## src/ppc_pkg.sv

```systemverilog
// shared types and constants of the pressure pump controller
// no dependencies

package ppc_pkg;

    localparam int TICKS_PER_SECOND = 61;

    // pressure = floor((adc * 1280 + PRESS_OFFSET) / 383) - PRESS_BIAS
    // the division is an exact reciprocal multiply over the whole adc range
    localparam logic [6:0]  PRESS_OFFSET = 7'd116;
    localparam logic [21:0] PRESS_RECIP  = 22'd2803504;
    localparam int          RECIP_SHIFT  = 30;
    localparam logic [12:0] PRESS_BIAS   = 13'd652;

    localparam logic [7:0]  LOW_WAIT_S   = 8'd10;
    localparam logic [7:0]  START_HOLD_S = 8'd10;
    localparam logic [15:0] UNDER_MIN_S  = 16'd30;
    localparam logic signed [13:0] BAND_Q8 = 14'sd128;

    localparam logic [1:0] REG_SETPOINT     = 2'd0;
    localparam logic [1:0] REG_MIN_PRESSURE = 2'd1;
    localparam logic [1:0] REG_RESTART      = 2'd2;

    typedef struct packed {
        logic [11:0] setpoint_q8;
        logic [11:0] min_pressure_q8;
        logic [15:0] restart_delay_s;
    } ppc_cfg_t;

    typedef struct packed {
        logic               tick;
        logic               level_fault;
        logic               dry_run_fault;
        logic signed [12:0] pressure_q8;
    } ppc_sample_t;

    typedef struct packed {
        logic               pump_drive;
        logic               level_led;
        logic               dry_led;
        logic signed [12:0] pressure_q8;
        logic               delay_active;
        logic [15:0]        delay_left_s;
    } ppc_result_t;

endpackage

```

## src/pressure_pump_controller_top.sv

```systemverilog
// pressure pump controller top level: stream ports, register port, pipeline
// depends on ppc_pkg, ppc_pressure, ppc_ctrl

// Takes one transaction per clock unless stalled and returns one result
// transaction for each through an input register, a register after the
// pressure multiply and the result register after the control state update.
// The pipeline moves whenever the result register is empty or being taken, so
// s_tready follows m_tready. Registers are written through cfg_we/cfg_index/
// cfg_data and should only change while no transaction is in flight.

module pressure_pump_controller_top (
    input  logic        aclk,
    input  logic        aresetn,
    input  logic        cfg_we,
    input  logic [1:0]  cfg_index,
    input  logic [15:0] cfg_data,
    input  logic        s_tvalid,
    output logic        s_tready,
    // tick, adc_sample[9:0], level_fault, dry_run_fault, zero pad
    input  logic [15:0] s_tdata,
    output logic        m_tvalid,
    input  logic        m_tready,
    // pump_drive, level_led, dry_led, pressure_q8[12:0], delay_active,
    // delay_left_s[15:0], zero pad
    output logic [39:0] m_tdata
);

    ppc_pkg::ppc_cfg_t    cfg_reg;
    ppc_pkg::ppc_sample_t smp_reg, smp_next;
    ppc_pkg::ppc_result_t res;

    logic        adv;
    logic        v1_reg, v2_reg, mv_reg;
    logic [15:0] in_reg;
    logic signed [12:0] pressure;

    assign adv      = !mv_reg || m_tready;
    assign s_tready = adv;

    always_ff @(posedge aclk) begin
        if (!aresetn) begin
            cfg_reg <= '0;
        end else if (cfg_we) begin
            unique case (cfg_index)
                ppc_pkg::REG_SETPOINT:     cfg_reg.setpoint_q8 <= cfg_data[11:0];
                ppc_pkg::REG_MIN_PRESSURE: cfg_reg.min_pressure_q8 <= cfg_data[11:0];
                ppc_pkg::REG_RESTART:      cfg_reg.restart_delay_s <= cfg_data;
                default: ;
            endcase
        end
    end

    always_ff @(posedge aclk) begin
        if (!aresetn) begin
            v1_reg <= 1'b0;
            v2_reg <= 1'b0;
            mv_reg <= 1'b0;
        end else if (adv) begin
            v1_reg <= s_tvalid;
            v2_reg <= v1_reg;
            mv_reg <= v2_reg;
        end
    end

    always_ff @(posedge aclk) begin
        if (adv && s_tvalid) begin
            in_reg <= s_tdata;
        end
        if (adv && v1_reg) begin
            smp_reg <= smp_next;
        end
    end

    ppc_pressure u_pressure (
        .adc_sample  (in_reg[10:1]),
        .pressure_q8 (pressure)
    );

    always_comb begin
        smp_next.tick          = in_reg[0];
        smp_next.level_fault   = in_reg[11];
        smp_next.dry_run_fault = in_reg[12];
        smp_next.pressure_q8   = pressure;
    end

    ppc_ctrl u_ctrl (
        .aclk    (aclk),
        .aresetn (aresetn),
        .en      (adv && v2_reg),
        .cfg     (cfg_reg),
        .smp     (smp_reg),
        .res     (res)
    );

    assign m_tvalid = mv_reg;
    assign m_tdata  = {7'b0, res.delay_left_s, res.delay_active, res.pressure_q8,
                       res.dry_led, res.level_led, res.pump_drive};

    // no remaining delay shown without an active delay
    a_delay_left: assert property (@(posedge aclk) disable iff (!aresetn)
        m_tvalid && !m_tdata[16] |-> m_tdata[32:17] == 16'd0)
        else $error("delay_left_s set while delay inactive");

    // a fault indication always means the pump is off
    a_led_pump: assert property (@(posedge aclk) disable iff (!aresetn)
        m_tvalid && (m_tdata[1] || m_tdata[2]) |-> !m_tdata[0])
        else $error("pump on with fault indication");

    a_reset_empty: assert property (@(posedge aclk)
        !aresetn |=> !m_tvalid)
        else $error("result valid straight after reset");

endmodule

```

## src/ppc_pressure.sv

```systemverilog
// adc sample to q8 bar pressure by reciprocal multiply
// depends on ppc_pkg

module ppc_pressure (
    input  logic [9:0]         adc_sample,
    output logic signed [12:0] pressure_q8
);

    logic [20:0] scaled;
    logic [42:0] product;
    logic [12:0] quotient;

    assign scaled   = {1'b0, adc_sample, 10'b0} + {3'b0, adc_sample, 8'b0}
                      + {14'b0, ppc_pkg::PRESS_OFFSET};
    assign product  = {22'b0, scaled} * {21'b0, ppc_pkg::PRESS_RECIP};
    assign quotient = product[ppc_pkg::RECIP_SHIFT +: 13];
    assign pressure_q8 = $signed(quotient - ppc_pkg::PRESS_BIAS);

endmodule

```

## src/ppc_ctrl.sv

```systemverilog
// pump control state: second timers, fault cutoffs and result register
// depends on ppc_pkg

module ppc_ctrl (
    input  logic                  aclk,
    input  logic                  aresetn,
    input  logic                  en,
    input  ppc_pkg::ppc_cfg_t     cfg,
    input  ppc_pkg::ppc_sample_t  smp,
    output ppc_pkg::ppc_result_t  res
);

    logic [5:0]  tc_reg, tc_next;
    logic        lwf_reg, lwf_next;
    logic [7:0]  lws_reg, lws_next;
    logic        shf_reg, shf_next;
    logic [7:0]  shs_reg, shs_next;
    logic        df_reg, df_next;
    logic [15:0] ds_reg, ds_next;
    logic        de_reg, de_next;
    logic        umf_reg, umf_next;
    logic [15:0] ums_reg, ums_next;
    logic        pr_reg, pr_next;
    ppc_pkg::ppc_result_t res_reg, res_next;

    logic signed [13:0] p_ext, sp_ext, mn_ext;
    logic p_lo, p_hi, p_under;

    assign p_ext   = {smp.pressure_q8[12], smp.pressure_q8};
    assign sp_ext  = $signed({2'b00, cfg.setpoint_q8});
    assign mn_ext  = $signed({2'b00, cfg.min_pressure_q8});
    assign p_lo    = (p_ext + ppc_pkg::BAND_Q8) < sp_ext;
    assign p_hi    = p_ext > (sp_ext + ppc_pkg::BAND_Q8);
    assign p_under = p_ext < mn_ext;

    always_comb begin
        tc_next  = tc_reg;
        lwf_next = lwf_reg;
        lws_next = lws_reg;
        shf_next = shf_reg;
        shs_next = shs_reg;
        df_next  = df_reg;
        ds_next  = ds_reg;
        de_next  = de_reg;
        umf_next = umf_reg;
        ums_next = ums_reg;
        pr_next  = pr_reg;
        res_next = '0;
        res_next.pressure_q8 = smp.pressure_q8;

        if (smp.tick) begin
            tc_next = tc_reg + 6'd1;
            if (tc_next == 6'(ppc_pkg::TICKS_PER_SECOND)) begin
                if (lwf_reg && lws_reg != 8'hFF) lws_next = lws_reg + 8'd1;
                if (shf_reg && shs_reg != 8'hFF) shs_next = shs_reg + 8'd1;
                if (df_reg && ds_reg != 16'hFFFF) ds_next = ds_reg + 16'd1;
                if (umf_reg && ums_reg != 16'hFFFF) ums_next = ums_reg + 16'd1;
                tc_next = '0;
            end
        end

        // fault cutoffs, ignored during start hold
        if (smp.level_fault && !shf_reg) begin
            pr_next = 1'b0;
            res_next.level_led = 1'b1;
        end
        if (smp.dry_run_fault && !shf_reg) begin
            pr_next = 1'b0;
            res_next.dry_led = 1'b1;
        end

        if (!shf_reg && !df_reg && p_lo) lwf_next = 1'b1;

        if (lws_next >= ppc_pkg::LOW_WAIT_S) begin
            lwf_next = 1'b0;
            lws_next = '0;
            if (p_lo && !smp.level_fault && !smp.dry_run_fault) begin
                pr_next  = 1'b1;
                de_next  = 1'b0;
                shf_next = 1'b1;
            end
        end

        if (shs_next >= ppc_pkg::START_HOLD_S) begin
            shf_next = 1'b0;
            shs_next = '0;
        end

        if (p_hi && !df_next && !de_next && !shf_next) begin
            pr_next = 1'b0;
            df_next = 1'b1;
        end

        res_next.delay_active = df_next;
        if (df_next && cfg.restart_delay_s > ds_next)
            res_next.delay_left_s = cfg.restart_delay_s - ds_next;

        if (ds_next >= cfg.restart_delay_s) begin
            df_next = 1'b0;
            ds_next = '0;
            de_next = 1'b1;
        end

        if (p_under && pr_next) umf_next = 1'b1;

        if (ums_next >= ppc_pkg::UNDER_MIN_S && pr_next && p_under) begin
            pr_next  = 1'b0;
            ums_next = '0;
            umf_next = 1'b0;
        end

        res_next.pump_drive = pr_next;
    end

    always_ff @(posedge aclk) begin
        if (!aresetn) begin
            tc_reg  <= '0;
            lwf_reg <= 1'b0;
            lws_reg <= '0;
            shf_reg <= 1'b0;
            shs_reg <= '0;
            df_reg  <= 1'b0;
            ds_reg  <= '0;
            de_reg  <= 1'b0;
            umf_reg <= 1'b0;
            ums_reg <= '0;
            pr_reg  <= 1'b0;
        end else if (en) begin
            tc_reg  <= tc_next;
            lwf_reg <= lwf_next;
            lws_reg <= lws_next;
            shf_reg <= shf_next;
            shs_reg <= shs_next;
            df_reg  <= df_next;
            ds_reg  <= ds_next;
            de_reg  <= de_next;
            umf_reg <= umf_next;
            ums_reg <= ums_next;
            pr_reg  <= pr_next;
        end
    end

    always_ff @(posedge aclk) begin
        if (en) begin
            res_reg <= res_next;
        end
    end

    assign res = res_reg;

endmodule
```

## config.mk

```make
export PLATFORM = sky130hd
export DESIGN_NAME = pressure_pump_controller_top
export DESIGN_NICKNAME = d
export VERILOG_FILES = /design/src/ppc_pkg.sv /design/src/pressure_pump_controller_top.sv /design/src/ppc_pressure.sv /design/src/ppc_ctrl.sv
export SDC_FILE = /design/constraint.sdc
export NUM_CORES = 1
export LEC_CHECK = 0
export BUFFER_PORTS_ARGS = -buffer_cell sky130_fd_sc_hd__buf_2
export CORE_MARGIN = 2
export CORE_UTILIZATION = 45
export DETAILED_ROUTE_END_ITERATION = 16
export PLACE_DENSITY = 0.6
export SLEW_MARGIN = 20
export SYNTH_ARGS = -nofsm -noshare
export SYNTH_HDL_FRONTEND = slang
export SYNTH_HIERARCHICAL = 1
export SYNTH_SLANG_ARGS = --single-unit
```

## constraint.sdc

```tcl
create_clock -name aclk -period 11.21 [get_ports aclk]
set_clock_uncertainty 0.05 [all_clocks]
set_input_delay 2.242 -clock aclk [delete_from_list [all_inputs] [get_ports aclk]]
set_output_delay 2.242 -clock aclk [all_outputs]
set_load 0.02 [all_outputs]
```

==> results of run 1 <==
[final timing paths]
check        depth (start not counted)       start  slack [ps]     endpoint
min                                  0  in_reg[11]         370  smp_reg[14]
max reg2reg                         29   in_reg[1]        2390  smp_reg[12]
min reg2reg                          0  in_reg[11]         370  smp_reg[14]
max                                 29   in_reg[1]        2390  smp_reg[12]
[per-layer routing]
layer	GRT usage	share of wire	vias up
met5	0	0	-
met4	0.0595	0.018	0
met3	0.0232	0.027	34
met2	0.328	0.47	158
met1	0.268	0.48	5340
li1	-	-	5556
[worst register-to-register path, delay by kind of cell (launching register included)]
kind / cells / cell delay, ps
AND/OR/NAND/NOR: 4 / 720
adder cells (fa/ha/maj): 10 / 4120
AO/OA/AOI/OAI: 11 / 2610
XOR/XNOR: 2 / 300
buffers and inverters: 2 / 100
flip-flops: 1 / 660
[synth_stat cells (7+ instances only)]
cell        n
inv_1     234
and2_1      9
nor3_1     26
o21ai_2    13
edfxtp_1   62
a211oi_1   13
nand2b_1    7
nand3_2     9
nor2b_1     9
ha_1      196
a21oi_1    74
a21o_1     23
o21ai_0    85
xor2_1     31
xnor2_1    51
dfxtp_1   103
buf_2       8
o31ai_1     7
a211o_1     7
o21a_1      8
nand4_1    23
o211ai_1    7
nand2_1   103
fa_1       82
buf_4      10
mux2i_1     8
nand3_1    76
nor2_1     83
nor4_1      8
o21bai_1   11
clkbuf_1   25
and3_1     27
[cell families after synthesis]
kind of cell             count (synthesis)  synth area share
other                                    1          0.000260
flip-flops                             165             0.272
XOR/XNOR                                82            0.0497
adder cells (fa/ha/maj)                278             0.283
multiplexers                             9           0.00658
buffers and inverters                  286            0.0814
AO/OA/AOI/OAI                          328             0.156
AND/OR/NAND/NOR                        420             0.151
[through the flow]
stage / util / setup WS [ps] / std cells / cell area [sq um]
floorplan: - / 3180 / 1575 / 14500
CTS: 0.495 / 2360 / 2033 / 15600
global route: 0.495 / 1880 / 2034 / 15600
global placement: 0.478 / 2450 / 2001 / 15100
detailed placement: 0.478 / 2430 / 2001 / 15100
finish: 0.495 / 2390 / 2034 / 15600
[final cells by class]
type	count	share of cell area
clock buffer	19	0.0277
clock inverter	13	0.00745
inverter	235	0.0564
multi-input combinational	1124	0.600
sequential	165	0.251
tap	402	0.0322
timing repair buffer	76	0.0255
==> results.toml, run 1 <==
[sta]
max_freq_mhz = 113
maxSlewHeadroom = 0.432
finalSetupViolCount = 0
setup_tns_ps = 0
finalHoldViolCount = 0
grt_setup_unrepaired = "no"
whs_ps = 371
drv_slew = 0
timing.final.crit_share = 0.787
min_period_ps = 8820
worstMarginPinSlew_ps = 852

[worst_hold_path]
hp-class = "flip-flop to flip-flop"

[place]
gp_congestion = 0.861
dpl.hpwl_microns = 25500
io_buffer_count = 70

[worst_setup_path]
cp-start-kind = "flip-flop"
slowest_stage = "edfxtp_1"
worstPathMaxFanout = 12
path_class = "flip-flop to flip-flop"
cp-end-kind = "flip-flop"
critPathTopFamily = "adder cells"
path_buf_inv = 2
worst_ep_required_time_ps = 11340
critPathArrivalTime_ps = 8940
max_stage_delay_ps = 660

[layout]
areaGrowthSynthToFinish_pct = 8.18
drive_gt1_frac = 0.103
seqCellArea_sq_mm = 0.00392
multiInputGateArea_sq_mm = 0.00937
final_common_cell = "inv_1"
fin_nets = 1936
nFillCells = 3058
diodes = 0
final_cell_mix = "234 x inv_1, 196 x ha_1, 103 x nand2_1, 103 x dfxtp_1, 85 x o21ai_0"
largest_reg_flops = 40

[yosys]
yosysTopAreaCell = "ha_1"
yosys-top-cells-area = "ha_1 17%, dfxtp_1 14%, edfxtp_1 13%"
async_flop_share = 0
ys_seq_area_frac = 0.272
synth-warning-count = 6
synth_area_sq_mm = 0.0144
syn_avg_cell_area_sq_um = 9.21
synth_edf_count = 62
ys_seq_elements = 165
synth_cell_types = 100
yosys.area.top_type_share = 0.170
ys.flop_type = "dfxtp_1"
synthCells = 1569

[die]
die_h_microns = 183
core_area_sq_mm = 0.0316
dieArea_sq_mm = 0.0336
num_rows = 65
start_util = 0.458
io_pins = 81
dieWidth_microns = 183

[routing]
viasPerCell = 5.45
drtPass1Iterations = 5
vias = 11100
finalWirelength_microns = 32100
drtIter0Drc = 564
drc = 0
post_drt_wl_per_cell_microns = 15.8
detail-route-antenna-nets = 0

[clocking]
numCtsBuffers = 17
cts_setup_buffers = 0
tritoncts = "built"
clk_pin_slew_ps = 70
clk_latency_ps = 430
cts_root_buffer = "clkbuf_16"
cts-resized-gates = 0
htreeDepth = 4
clkSinkCount = 165
ctsHoldBuffers = 0
clock_path_buffers = 2

[run]
drv_cap = 0

[grt]
track_usage = 0.196
grt_pass1_vias = 10800
antenna_found_initial = 0
grt-ovfl-total = 0
grt_pass1_wl_microns = 53100
grt_max_degree = 75

[status]
status = "complete, no violations"
Power of run 1 is not shown: default switching activity piles up to over one toggle a cycle in this logic, so the estimate is an artifact.
==> inputs of run 2 (changes only) <==
--- a/config.mk
+++ b/config.mk
@@ -5,6 +5,7 @@
 export SDC_FILE = /design/constraint.sdc
 export NUM_CORES = 1
 export LEC_CHECK = 0
+export ABC_AREA = 1
 export BUFFER_PORTS_ARGS = -buffer_cell sky130_fd_sc_hd__buf_2
 export CORE_MARGIN = 2
 export CORE_UTILIZATION = 45
==> constraint.sdc (replaced) <==
create_clock -name aclk -period 8.91 [get_ports aclk]
set_clock_uncertainty 0.05 [all_clocks]
set_input_delay 1.782 -clock aclk [delete_from_list [all_inputs] [get_ports aclk]]
set_output_delay 1.782 -clock aclk [all_outputs]
set_load 0.02 [all_outputs]
==> run 2 against run 1 <==
Flip-flop and latch count unchanged. Register-to-register slack worse by 990 ps. Non-clock buffer count is 1 lower. Die area increased by 9.9%. Sequential share of layout area fell by 2.3 points. Worst setup slack got worse by 990 ps. First-iteration DRC count increased by 35%. Worst hold slack better by 16 ps. Critical path type unchanged. Largest cell class unchanged.
==> results.toml, run 2 <==
[sta]
max_freq_mhz = 133
finalHoldViolCount = 0
min_period_ps = 7510
finalSetupViolCount = 0
timing.final.crit_share = 0.843
maxSlewHeadroom = 0.390
drv_slew = 0
setup_tns_ps = 0
worstMarginPinSlew_ps = 907
grt_setup_unrepaired = "no"

[worst_setup_path]
worst_ep_required_time_ps = 9060
worstPathMaxFanout = 12
path_class = "flip-flop to flip-flop"
slowest_stage = "fa_1"
max_stage_delay_ps = 560
timing.critical_path.mode_cell = "nand2_1"
reg2reg_depth = 35
cp-end-kind = "flip-flop"
critPathArrivalTime_ps = 7660
cp-start-kind = "flip-flop"

[layout]
areaGrowthSynthToFinish_pct = 8.19
final_cell_mix = "545 x nand2_1, 461 x inv_1, 200 x nor2_1, 196 x ha_1, 113 x nand3_1"
drive_gt1_frac = 0.0882
largest_reg_flops = 40
fin_area_sq_mm = 0.0172
diodes = 0
final_common_cell = "nand2_1"
seqCellArea_sq_mm = 0.00392
fin_nets = 2548
multiInputGateArea_sq_mm = 0.00995
nFillCells = 3498

[grt]
grt_max_degree = 58
grt_pass1_vias = 12700
track_usage = 0.206
grt_pass1_wl_microns = 60800
antenna_found_initial = 0
grt-ovfl-total = 0

[yosys]
synth-warning-count = 6
synthCells = 2171
yosysTopAreaCell = "ha_1"
ys_seq_elements = 165
synth_cell_types = 57
syn_avg_cell_area_sq_um = 7.33
ys.flop_type = "dfxtp_1"
yosys.area.top_type_share = 0.154
synth_area_sq_mm = 0.0159
yosys-top-cells-area = "ha_1 15%, dfxtp_1 13%, nand2_1 13%"
synth_commonest_cells = "545 x nand2_1, 462 x inv_1, 200 x nor2_1"
yosysMostFrequentCell = "nand2_1"
async_flop_share = 0
ys_seq_area_frac = 0.247
synth_edf_count = 62

[place]
gp_congestion = 0.918
placed_area_sq_mm = 0.0166
dpl.hpwl_microns = 29700
io_buffer_count = 70

[die]
num_rows = 68
io_pins = 81
start_util = 0.458
dieWidth_microns = 192
core_area_sq_mm = 0.0347
dieArea_sq_mm = 0.0369
die_h_microns = 192

[clocking]
clk_latency_ps = 440
cts_root_buffer = "clkbuf_16"
cts_setup_buffers = 0
cts-resized-gates = 0
htreeDepth = 4
ctsHoldBuffers = 0
tritoncts = "built"
clkSinkCount = 165
numCtsBuffers = 17
clock_path_buffers = 2
clk_pin_slew_ps = 70

[worst_hold_path]
hp-class = "flip-flop to flip-flop"
hold_depth = 0

[run]
drv_cap = 0

[routing]
detail-route-antenna-nets = 0
drtPass1Iterations = 5
drtIter0Drc = 759
finalWirelength_microns = 36500
post_drt_wl_per_cell_microns = 13.5
vias = 13200
viasPerCell = 4.89
drc = 0

[status]
status = "complete, no violations"
==> run 2: cell types whose count changed after synthesis, moves of 12 or more <==
cell / delta
a21o_1: -19
and3_1: -26
clkbuf_1: -14
inv_1: +228
inv_2: +15
nand2_1: +442
nand2_2: +16
nand3_1: +37
nor2_1: +117
nor2_2: +23
nor3_1: -12
o21ai_0: -63
o21ai_2: -12
xnor2_1: -32
==> run 2: cells by family (layout without fill, tap and decap cells) <==
logic type | count (synthesis) | in the layout | synth area share
buf+inv | 519 | 586 | 0.130
simple gates | 985 | 985 | 0.272
fa+ha+maj | 278 | 278 | 0.257
flops | 165 | 165 | 0.247
xor+xnor | 56 | 56 | 0.0308
other cells | 1 | 7 | 0.000236
compound gates | 167 | 167 | 0.0627
==> run 2: per-layer routing <==
| layer | vias to the layer above | track usage | share of wire |
|---|---|---|---|
| met4 | 0 | 0.0493 | 0.015 |
| met5 | - | 0 | 0 |
| met3 | 31 | 0.0221 | 0.028 |
| met1 | 6116 | 0.271 | 0.47 |
| li1 | 6858 | - | - |
| met2 | 191 | 0.361 | 0.48 |
==> run 2: path summary, 6_finish.rpt <==
kind / slack (ps) / start / endpoint
max: 1400 / in_reg[1] / smp_reg[12]
min: 390 / in_reg[11] / smp_reg[14]
max reg2reg: 1400 / in_reg[1] / smp_reg[12]
min reg2reg: 390 / in_reg[11] / smp_reg[14]
==> run 2: final cells by class <==
| cell class | count | area share |
|---|---|---|
| Multi-Input combinational cell | 1493 | 0.578 |
| Inverter | 479 | 0.104 |
| Timing Repair Buffer | 75 | 0.0225 |
| Sequential cell | 165 | 0.228 |
| Tap cell | 455 | 0.0331 |
| Clock inverter | 15 | 0.00945 |
| Clock buffer | 17 | 0.0247 |
==> run 2: metrics by stage <==
stage	cells	hold WS, ps	utilization	setup slack, ps
finish	2699	387	0.496	1400
global route	2699	398	0.496	924
CTS	2699	390	0.496	1420
detailed placement	2667	360	0.479	1490
global placement	2667	366	0.479	1500
floorplan	2177	350	-	2060
==> run 2: critical path, delay by kind of cell, from the launching register on <==
kind,cells,cell delay [ps]
AOI/OAI and AO/OA,4,740
adders and majority gates,10,3920
DFF,1,360
and+or+nand+nor,16,1750
buffers and inverters,5,450
Power of run 2 is left out for the same reason.
==> inputs of run 3 (changes only) <==
==> constraint.sdc (replaced) <==
create_clock -name aclk -period 7.2 [get_ports aclk]
set_clock_uncertainty 0.05 [all_clocks]
set_input_delay 1.44 -clock aclk [delete_from_list [all_inputs] [get_ports aclk]]
set_output_delay 1.44 -clock aclk [all_outputs]
set_load 0.02 [all_outputs]
==> run 3 against run 2 <==
Clock-buffer cell count is 1 higher. Critical path depth is 2 lower. Global-route usage hardly changed. Design area is 1.6% higher. Register-to-register slack worse by 1000 ps. Worst hold slack worse by 17 ps. Routed wire length is 1.5% higher. First-iteration DRC count is 7.8% higher. Worst setup slack worse by 1000 ps. Flip-flop and latch count stayed put. Sequential share of layout area is 0.35 points lower. Die area stayed put. Critical endpoint is now smp_reg[10].
==> results.toml, run 3 (synthesis results as in run 2) <==
[die]
num_rows = 68
dieWidth_microns = 192
io_pins = 81
start_util = 0.458
core_area_sq_mm = 0.0347
die_h_microns = 192
dieArea_sq_mm = 0.0369

[layout]
final_cell_mix = "540 x nand2_1, 459 x inv_1, 195 x nor2_1, 190 x ha_1, 110 x nand3_1"
diodes = 0
final_common_cell = "nand2_1"
drive_gt1_frac = 0.106
fin_nets = 2563
areaGrowthSynthToFinish_pct = 9.87
nFillCells = 3428
largest_reg_flops = 40

[place]
gp_congestion = 0.919
io_buffer_count = 70
dpl.hpwl_microns = 29700

[worst_setup_path]
cp-end-kind = "flip-flop"
worstPathMaxFanout = 3
max_stage_delay_ps = 550
slowest_stage = "fa_1"
path_class = "flip-flop to flip-flop"
worst_ep_required_time_ps = 7340
critPathArrivalTime_ps = 6960
cp-start-kind = "flip-flop"
timing.critical_path.mode_cell = "nand2_1"

[clocking]
numCtsBuffers = 17
cts_root_buffer = "clkbuf_16"
clock_path_buffers = 2
tritoncts = "built"
clk_latency_ps = 430
clkSinkCount = 165
clk_pin_slew_ps = 70
ctsHoldBuffers = 0
htreeDepth = 4

[routing]
drtIter0Drc = 818
detail-route-antenna-nets = 0
post_drt_wl_per_cell_microns = 13.7
drtPass1Iterations = 6
viasPerCell = 4.92
vias = 13400
drc = 0
finalWirelength_microns = 37100

[sta]
worstMarginPinSlew_ps = 902
setup_tns_ps = 0
finalHoldViolCount = 0
drv_slew = 0
finalSetupViolCount = 0
maxSlewHeadroom = 0.393
timing.final.crit_share = 0.947
min_period_ps = 6820
max_freq_mhz = 147
whs_ps = 370

[worst_hold_path]
hp-class = "flip-flop to flip-flop"

[run]
drv_cap = 0

[grt]
antenna_found_initial = 0
grt_pass1_vias = 12700
grt_pass1_wl_microns = 60700
track_usage = 0.205
grt_max_degree = 58
grt-ovfl-total = 0

[status]
status = "complete, no violations"
==> run 3: changes by cell type in the layout (fill, tap and decap cells not counted), moves of 5 or more <==
cell / change
buf_4: +15
ha_1: -6
ha_4: +5
nand2_1: -5
nand2_2: +5
nor2_1: -5
==> run 3: area by class of cell <==
class                   count  area [sq um]  area share
multi-input cells        1493         10100       0.576
flip-flops and latches    165          3920       0.224
inverters                 479          1800       0.103
well taps                 455           569      0.0326
repair buffers             90           500      0.0286
clock buffers              18           450      0.0258
clock inverters            14           165     0.00945
==> run 3: what timing repair did <==
item	4_1_cts	5_1_grt
buffers inserted	0	4
setup endpoints to repair	1	7
pin swaps	0	4
gates resized for setup	2	25
==> run 3: worst paths after layout <==
path,from,endpoint,slack [ps],cells past startpoint
max reg2reg,in_reg[1],smp_reg[10],380,33
max,in_reg[1],smp_reg[10],380,33
min reg2reg,in_reg[0],smp_reg[15],370,0
min,in_reg[0],smp_reg[15],370,0
==> run 3: critical path, delay by kind of cell, from the launching register on <==
family | cells | cell delay, ps
AO/OA/AOI/OAI | 3 | 430
flip-flops | 1 | 390
AND/OR/NAND/NOR | 16 | 1670
adder cells (fa/ha/maj) | 10 | 3760
buffers and inverters | 4 | 260
==> run 3: metal layers <==
metal	global-route usage	wire, microns
met5	0	0
met4	0.0549	648
met3	0.0247	1320
met2	0.354	17800
met1	0.272	17400
==> run 3: metrics by stage <==
stage	instances	util	area (sq um)	setup WS, ps
after floorplan	2177	-	15900	346
after global placement	2678	0.481	16700	69.6
after detailed placement	2678	0.481	16700	34.0
after CTS	2710	0.499	17300	17.9
after global routing	2714	0.504	17500	-12.7
final	2714	0.504	17500	379
Power of run 3 is left out for the same reason.
